## config.mk

```make
export PLATFORM = sky130hd
export DESIGN_NAME = cvl_lane
export DESIGN_NICKNAME = d
export VERILOG_FILES = /design/src/cvl_pkg.sv /design/src/cvl_lane.sv
export SDC_FILE = /design/constraint.sdc
export NUM_CORES = 1
export LEC_CHECK = 0
export ABC_AREA = 1
export BUFFER_PORTS_ARGS = -buffer_cell sky130_fd_sc_hd__buf_2
export CAP_MARGIN = 20
export CORE_UTILIZATION = 45
export CTS_CLUSTER_SIZE = 16
export DETAILED_ROUTE_END_ITERATION = 10
export SYNTH_ARGS = -nofsm -noshare
export SYNTH_HDL_FRONTEND = slang
export SYNTH_SLANG_ARGS = --single-unit
```

## constraint.sdc

```tcl
create_clock -name clk -period 10.1 [get_ports clk]
set_clock_uncertainty 0.15 [all_clocks]
set_input_delay 0.505 -clock clk [delete_from_list [all_inputs] [get_ports clk]]
set_output_delay 0.505 -clock clk [all_outputs]
set_load 0.02 [all_outputs]
```

## src/cvl_pkg.sv

```systemverilog
// Shared constants and types for the 3x3 RGB convolution block.
package cvl_pkg;

  localparam int MAX_WIDTH = 1024;
  localparam int COL_W     = $clog2(MAX_WIDTH);
  localparam int ROW_W     = 12;
  localparam int FW_W      = 11;
  localparam int DIV_W     = 12;
  localparam int KROW_W    = 24;
  localparam int PIX_W     = 24;
  localparam int ACC_W     = 20;  // nine signed 8x8 products fit in 20 bits
  localparam int MAG_W     = ACC_W - 1;
  localparam int STEP_W    = $clog2(MAG_W + 1);
  localparam int CFG_IDX_W = 3;

  typedef enum logic [CFG_IDX_W-1:0] {
    CFG_FRAME_WIDTH   = 3'd0,
    CFG_FRAME_HEIGHT  = 3'd1,
    CFG_KERNEL_TOP    = 3'd2,
    CFG_KERNEL_MIDDLE = 3'd3,
    CFG_KERNEL_BOTTOM = 3'd4,
    CFG_KERNEL_DIV    = 3'd5
  } cfg_idx_t;

  typedef logic [2:0][KROW_W-1:0] kern_t;
  typedef logic [8:0][PIX_W-1:0]  win_t;
  typedef logic [8:0][7:0]        taps_t;

endpackage

```

## src/cvl_lane.sv

```systemverilog
// One color channel: kernel multiply-accumulate, iterative divide and clamp.
module cvl_lane import cvl_pkg::*; (
  input  logic             clk,
  input  logic             rst_n,
  input  logic             start,
  input  taps_t            taps,
  input  kern_t            kern,
  input  logic [DIV_W-1:0] divisor,
  output logic             done,
  output logic [7:0]       result
);

  typedef enum logic [1:0] {L_IDLE, L_MAC, L_DIV} lstate_t;

  lstate_t                   state_r;
  logic [1:0]                mac_cnt_r;
  logic [STEP_W-1:0]         div_cnt_r;
  logic signed [ACC_W-1:0]   acc_r;
  logic                      neg_r;
  logic [DIV_W-1:0]          rem_r;
  logic [MAG_W-1:0]          quo_r;
  logic                      done_r;
  logic [7:0]                result_r;

  logic [KROW_W-1:0]         krow;
  logic [2:0][7:0]           prow;
  logic signed [ACC_W-1:0]   sum3;
  logic signed [ACC_W-1:0]   acc_nxt;
  logic [DIV_W-1:0]          div_eff;
  logic [DIV_W:0]            trial;
  logic                      fits;
  logic [MAG_W-1:0]          quo_nxt;

  always_comb begin
    unique case (mac_cnt_r)
      2'd0:    begin krow = kern[0]; prow = {taps[2], taps[1], taps[0]}; end
      2'd1:    begin krow = kern[1]; prow = {taps[5], taps[4], taps[3]}; end
      default: begin krow = kern[2]; prow = {taps[8], taps[7], taps[6]}; end
    endcase
    sum3 = '0;
    for (int j = 0; j < 3; j++) begin
      sum3 = sum3 + ACC_W'($signed(krow[8*j +: 8]) * $signed({1'b0, prow[j]}));
    end
    acc_nxt = acc_r + sum3;
  end

  assign div_eff = (divisor == '0) ? DIV_W'(1) : divisor;
  assign trial   = {rem_r, quo_r[MAG_W-1]};
  assign fits    = (trial >= {1'b0, div_eff});
  assign quo_nxt = {quo_r[MAG_W-2:0], fits};

  always_ff @(posedge clk) begin
    if (!rst_n) begin
      state_r <= L_IDLE;
      done_r  <= 1'b0;
    end else begin
      done_r <= (state_r == L_DIV) && (div_cnt_r == STEP_W'(MAG_W - 1));
      unique case (state_r)
        L_IDLE: begin
          if (start) begin
            state_r   <= L_MAC;
            mac_cnt_r <= '0;
            acc_r     <= '0;
          end
        end
        L_MAC: begin
          acc_r     <= acc_nxt;
          mac_cnt_r <= mac_cnt_r + 2'd1;
          if (mac_cnt_r == 2'd2) begin
            state_r   <= L_DIV;
            neg_r     <= acc_nxt[ACC_W-1];
            quo_r     <= acc_nxt[ACC_W-1] ? MAG_W'(-acc_nxt) : acc_nxt[MAG_W-1:0];
            rem_r     <= '0;
            div_cnt_r <= '0;
          end
        end
        L_DIV: begin
          rem_r     <= fits ? DIV_W'(trial - {1'b0, div_eff}) : trial[DIV_W-1:0];
          quo_r     <= quo_nxt;
          div_cnt_r <= div_cnt_r + STEP_W'(1);
          if (div_cnt_r == STEP_W'(MAG_W - 1)) begin
            state_r <= L_IDLE;
            // negative quotient clamps to zero
            if (neg_r)                      result_r <= 8'd0;
            else if (quo_nxt > MAG_W'(255)) result_r <= 8'd255;
            else                            result_r <= quo_nxt[7:0];
          end
        end
        default: state_r <= L_IDLE;
      endcase
    end
  end

  assign done   = done_r;
  assign result = result_r;

endmodule

```

==> results of run 1 <==
synthesized netlist by cell type (all sizes together):
master  count
a21boi      2
a221oi      1
xor2       18
or2         2
and2        3
dfxtp       3
fa        187
inv       493
nor3b       1
a31oi       1
o21bai      1
nand3      91
o21ai      34
o211ai      2
edfxtp     67
a21oi      40
a41o        1
nor2       88
a31o        1
buf        13
a22o        9
clkinv      1
nand2     492
clkbuf     14
nand3b      3
a211oi      1
nor3        9
nand4       8
nor4        3
a21o        1
xnor2       6
ha        145
tightest hold or removal path: cells and delay by family:
kind                   cells  cell delay (ns)
AO/OA/AOI/OAI              1             0.13
buffers and inverters      2             0.18
per-layer routing:
metal,share of wire,vias to the layer above,GRT usage
met4,0.016,0,0.0567
met1,0.47,5157,0.333
met5,0,-,0
met2,0.47,249,0.405
met3,0.040,37,0.0248
li1,-,5485,-
sequential cells by signal (all words and copies together), names as in the netlist:
name       count
state_r        2
neg_r          1
div_cnt_r      5
rem_r         12
done           1
result         8
acc_r         20
mac_cnt_r      2
quo_r         19
how the worst max path moves through the flow:
stage | start | to | slack [ns] | cells past startpoint
4_1_cts | mac_cnt_r[0]$_SDFFCE_PN0P_ | quo_r[16]$_DFFE_PP_ | 1.43 | 30
2_1_floorplan | mac_cnt_r[0]$_SDFFCE_PN0P_ | quo_r[18]$_DFFE_PP_ | 2.74 | 31
3_3_place_gp | mac_cnt_r[0]$_SDFFCE_PN0P_ | quo_r[5]$_DFFE_PP_ | 1.60 | 28
3_5_place_dp | mac_cnt_r[0]$_SDFFCE_PN0P_ | quo_r[5]$_DFFE_PP_ | 1.46 | 28
5_1_grt | mac_cnt_r[0]$_SDFFCE_PN0P_ | quo_r[16]$_DFFE_PP_ | 1.10 | 32
6_report | mac_cnt_r[0]$_SDFFCE_PN0P_ | quo_r[5]$_DFFE_PP_ | 1.49 | 29
placed cells by master, fill, tap and decap left out, drive strengths merged, types with 6 or more instances in the layout:
cell    count
nand4       8
buf       176
o21ai      34
nor3        9
edfxtp     67
nand3      91
clkbuf      9
inv       497
ha        145
a22o        9
nand2     492
a21oi      40
fa        187
nor2       88
xnor2       6
xor2       18
cell families after synthesis:
family | count (synthesis) | share of synthesized area
buffers and inverters | 521 | 0.149
XOR/XNOR | 24 | 0.0158
flip-flops | 70 | 0.156
adder cells (fa/ha/maj) | 332 | 0.418
AO/OA/AOI/OAI | 94 | 0.0409
AND/OR/NAND/NOR | 700 | 0.220
per-stage QoR:
step	hold slack, ns	instances	cell area [um^2]	utilization	setup slack [ns]
2_1_floorplan	0.334	1741	13300	-	2.74
3_3_place_gp	0.390	2273	14600	0.505	1.60
4_1_cts	0.349	2289	14900	0.515	1.43
5_1_grt	0.359	2290	14900	0.515	1.10
3_5_place_dp	0.373	2273	14600	0.505	1.46
6_report	0.360	2290	14900	0.515	1.49
final cells by class:
class / count / area, um^2 / share of cell area
clock inverter: 7 / 62.6 / 0.00421
inverter: 494 / 1850 / 0.125
multi-input combinational: 1150 / 9260 / 0.623
tap: 384 / 480 / 0.0323
clock buffer: 9 / 225 / 0.0151
sequential: 70 / 2070 / 0.139
timing repair buffer: 176 / 916 / 0.0616
==> impl_metrics.csv, run 1 <==
group,metric,value,unit
worst_hold_path,hp-start,"rst_n",
clock_tree,postCtsSetupRepairBufs,0,
yosys,ys_top_cells_by_area,"fa_1 (28%), edfxtp_1 (15%), inv_1 (14%), ha_1 (14%), nand2_1 (13%)",
die,ioPinCount,168,
clock_tree,cts_tree,"built",
route,finalWirelength,34000,um
worst_setup_path,crit_path_max_fanout,48,
route,ant_nets,0,
clock_tree,cts_root_buf,"clkbuf_16",
place,hpwl,29000,um
worst_setup_path,slowest_delay,0.77,ns
place,place_congestion,0.884,
route,vias,10900,
timing,setup_viol,0,
worst_hold_path,hold_class,"primary input to flop",
global_routing,grt_pass1_wl,57500,um
worst_setup_path,crit_buf_inv,5,
worst_setup_path,rr_endpoint,"quo_r[5]$_DFFE_PP_",
clock_tree,cts_resized,0,
worst_setup_path,cp_slowest_cell,"a21oi_1",
timing,max_slew_margin,0.336,
worst_hold_path,holdPathStages,3,
route,dr.first_iter.drc_count,520,
clock_tree,clkSlewWorstSetupHoldPaths,0.07,ns
flow_run,maxCapViolCount,0,
worst_setup_path,rr_startpoint,"mac_cnt_r[0]$_SDFFCE_PN0P_",
worst_setup_path,end_kind,"flop",
route,dr.pass1.iters,5,
clock_tree,cts_buffer_depth,2,
clock_tree,ctsHtreeMaxLevel,3,
die,initial_core_util,0.460,
yosys,synth_seq_cells,70,
die,core_area,28900,um^2
yosys,syn_nets,2232,
worst_setup_path,path_class,"flop to flop",
timing,timing.final.crit_share,0.852,
clock_tree,cts.hold.buffers_added,0,
yosys,syn_area_per_cell,7.63,um^2
worst_setup_path,rr_worst_depth,29,
timing,hold_viol,0,
timing,drv_slew,0,
worst_setup_path,cp-start-kind,"flop",
timing,min_period,8.61,ns
route,viasPerCell,4.77,
global_routing,grt_max_degree,49,
final_layout,area_delta_synth_final,12.0,%
yosys,synthCells,1741,
place,port_buffers,167,
timing,tns,0,ns
timing,rsz0062_at_grt,"false",
die,dieArea,30200,um^2
clock_tree,clk_latency,0.35,ns
route,drc,0,
worst_setup_path,crit_family,"adder cells",
final_layout,drive_above_1_share,0.127,
outcome,status,"finished clean",
timing,tightestPinTransition,0.996,ns
die,num_rows,62,
worst_setup_path,r2r_slack,1.49,ns
route,wire_per_inst,14.8,um
clock_tree,numCtsBuffers,9,
worst_hold_path,whs_endpoint,"state_r[1]$_SDFFE_PN0P_",
global_routing,antenna_found_initial,0,
die,die-height,174,um
yosys,yosysSeqAreaShare,0.156,
final_layout,num-fill-cells,2899,
worst_setup_path,path_common_cell,"fa_1",
worst_setup_path,critical_path_required,10.06,ns
worst_setup_path,arrival,8.57,ns
global_routing,grt_pass1_vias,11400,
yosys,synth_largest_area_cell,"fa_1",
final_layout,fin_nets,2392,
global_routing,grt-ovfl-total,0,
yosys,yosysTopAreaCellShare,0.282,
clock_tree,cts.sinks,70,
global_routing,grt.total_usage,0.240,
timing,fmaxAchievable,116,MHz
yosys,syn-cell-area,13300,um^2
yosys,yosysWarnings,0,
yosys,synth_cell_types,47,
final_layout,antenna_cells,0,
die,die_w,174,um
Power of run 1 is not shown: default switching activity piles up to over one toggle a cycle in this logic, so the estimate is an artifact.
==> run 2, diff against run 1 <==
==> constraint.sdc (replaced) <==
create_clock -name clk -period 10.1 [get_ports clk]
set_clock_uncertainty 0.15 [all_clocks]
set_input_delay 1.515 -clock clk [delete_from_list [all_inputs] [get_ports clk]]
set_output_delay 1.515 -clock clk [all_outputs]
set_load 0.02 [all_outputs]
==> run 2 against run 1 <==
Net effect: first-iteration DRC count grew 6.5%; worst setup slack better by 0.40 ns; global-route usage shrank 0.34 points; critical path depth rose by 4; cell count unchanged; maximum frequency increased by 4.9%.
==> impl_metrics.csv, run 2 (same netlist as run 1, synthesis figures left out) <==
group,metric,value,unit
worst_setup_path,crit_path_max_fanout,48,
place,port_buffers,167,
global_routing,grt_pass1_wl,56900,um
worst_setup_path,cp-start-kind,"flop",
die,die-height,174,um
timing,rsz0062_at_grt,"false",
global_routing,antenna_found_initial,0,
route,met3_wirelength,1200,um
clock_tree,cts_resized,0,
clock_tree,postCtsSetupRepairBufs,0,
final_layout,biggestRegsByFlops,"acc_r (20), quo_r (19), rem_r (12)",
worst_setup_path,end_kind,"flop",
timing,fmaxAchievable,122,MHz
place,hpwl,28600,um
final_layout,fin_cells,2290,
final_layout,largest_register_ffs,20,
final_layout,largest_register,"acc_r",
final_layout,stdcell_area,14900,um^2
route,ant_nets,0,
clock_tree,cts_tree,"built",
die,die_w,174,um
place,dpl.cell_count,2274,
timing,timing.final.crit_share,0.812,
timing,max_slew_margin,0.338,
final_layout,mostFrequentLayoutCells,"inv_1 (486), nand2_1 (473), fa_1 (187), buf_2 (167), ha_1 (143)",
die,num_rows,62,
timing,min_period,8.21,ns
route,dr.pass1.iters,5,
die,initial_core_util,0.460,
route,drc,0,
timing,drv_slew,0,
worst_setup_path,path_common_cell,"fa_1",
route,finalWirelength,33300,um
die,ioPinCount,168,
worst_setup_path,arrival,8.16,ns
die,core_area,28900,um^2
worst_setup_path,cp_slowest_cell,"fa_1",
worst_setup_path,rr_worst_depth,33,
flow_run,maxCapViolCount,0,
final_layout,drive_above_1_share,0.127,
timing,setup_viol,0,
clock_tree,numCtsBuffers,9,
final_layout,layout_commonest_cell,"inv_1",
worst_hold_path,holdPathStages,2,
die,dieArea,30200,um^2
clock_tree,cts_buffer_depth,2,
clock_tree,cts.hold.buffers_added,0,
clock_tree,cts.sinks,70,
clock_tree,clk_latency,0.35,ns
route,topRoutingLayerUsed,"met4",
clock_tree,ctsHtreeMaxLevel,3,
route,dr.first_iter.drc_count,554,
timing,whs,0.408,ns
global_routing,grt_pass1_vias,11400,
clock_tree,cts_root_buf,"clkbuf_16",
global_routing,grt_max_degree,49,
timing,hold_viol,0,
route,wl_met1,15600,um
global_routing,grt.total_usage,0.237,
final_layout,fin_nets,2393,
route,vias,11000,
worst_hold_path,hold_class,"flop to flop",
route,wire_per_inst,14.6,um
final_layout,num-fill-cells,2841,
global_routing,grt-ovfl-total,0,
route,viasPerCell,4.80,
outcome,status,"finished clean",
final_layout,antenna_cells,0,
route,wl_met2,16100,um
clock_tree,clkSlewWorstSetupHoldPaths,0.06,ns
worst_setup_path,slowest_delay,0.60,ns
worst_setup_path,critical_path_required,10.05,ns
timing,tightestPinTransition,0.986,ns
place,place_congestion,0.874,
final_layout,area_delta_synth_final,12.2,%
timing,tns,0,ns
place,place_area,14600,um^2
worst_setup_path,path_class,"flop to flop",
[run 2: final timing paths]
kind | start | end | slack, ns
setup / recovery | mac_cnt_r[0]$_SDFFCE_PN0P_ | quo_r[16]$_DFFE_PP_ | 1.89
hold / removal | quo_r[13]$_DFFE_PP_ | quo_r[14]$_DFFE_PP_ | 0.41
setup reg to reg | mac_cnt_r[0]$_SDFFCE_PN0P_ | quo_r[16]$_DFFE_PP_ | 1.89
hold reg to reg | quo_r[13]$_DFFE_PP_ | quo_r[14]$_DFFE_PP_ | 0.41
[run 2: cell type report]
| type | instances | area (um^2) | share of cell area |
|---|---|---|---|
| Timing Repair Buffer | 177 | 923 | 0.0620 |
| Multi-Input combinational cell | 1150 | 9260 | 0.622 |
| Sequential cell | 70 | 2070 | 0.139 |
| Tap cell | 384 | 480 | 0.0322 |
| Clock inverter | 6 | 85.1 | 0.00571 |
| Clock buffer | 9 | 225 | 0.0151 |
| Inverter | 494 | 1850 | 0.124 |
[run 2: per-layer routing]
layer,GRT usage,vias to the layer above
met5,0,-
met4,0.0482,0
met3,0.0219,28
met2,0.407,234
met1,0.326,5235
li1,-,5491
[run 2: through the flow]
stage               utilization  setup slack (ns)
floorplan                     -              2.10
global placement          0.505              1.64
CTS                       0.516              1.67
detailed placement        0.505              1.59
finish                    0.516              1.89
global route              0.516              1.45
[run 2: worst max-delay path, delay by kind of cell (launching register included)]
kind	cells	cell delay, ns
AND/OR/NAND/NOR	13	1.29
AO/OA/AOI/OAI	3	0.44
adder cells (fa/ha/maj)	9	4.41
flip-flops	1	0.42
buffers and inverters	8	1.20
Power of run 2 is left out for the same reason.
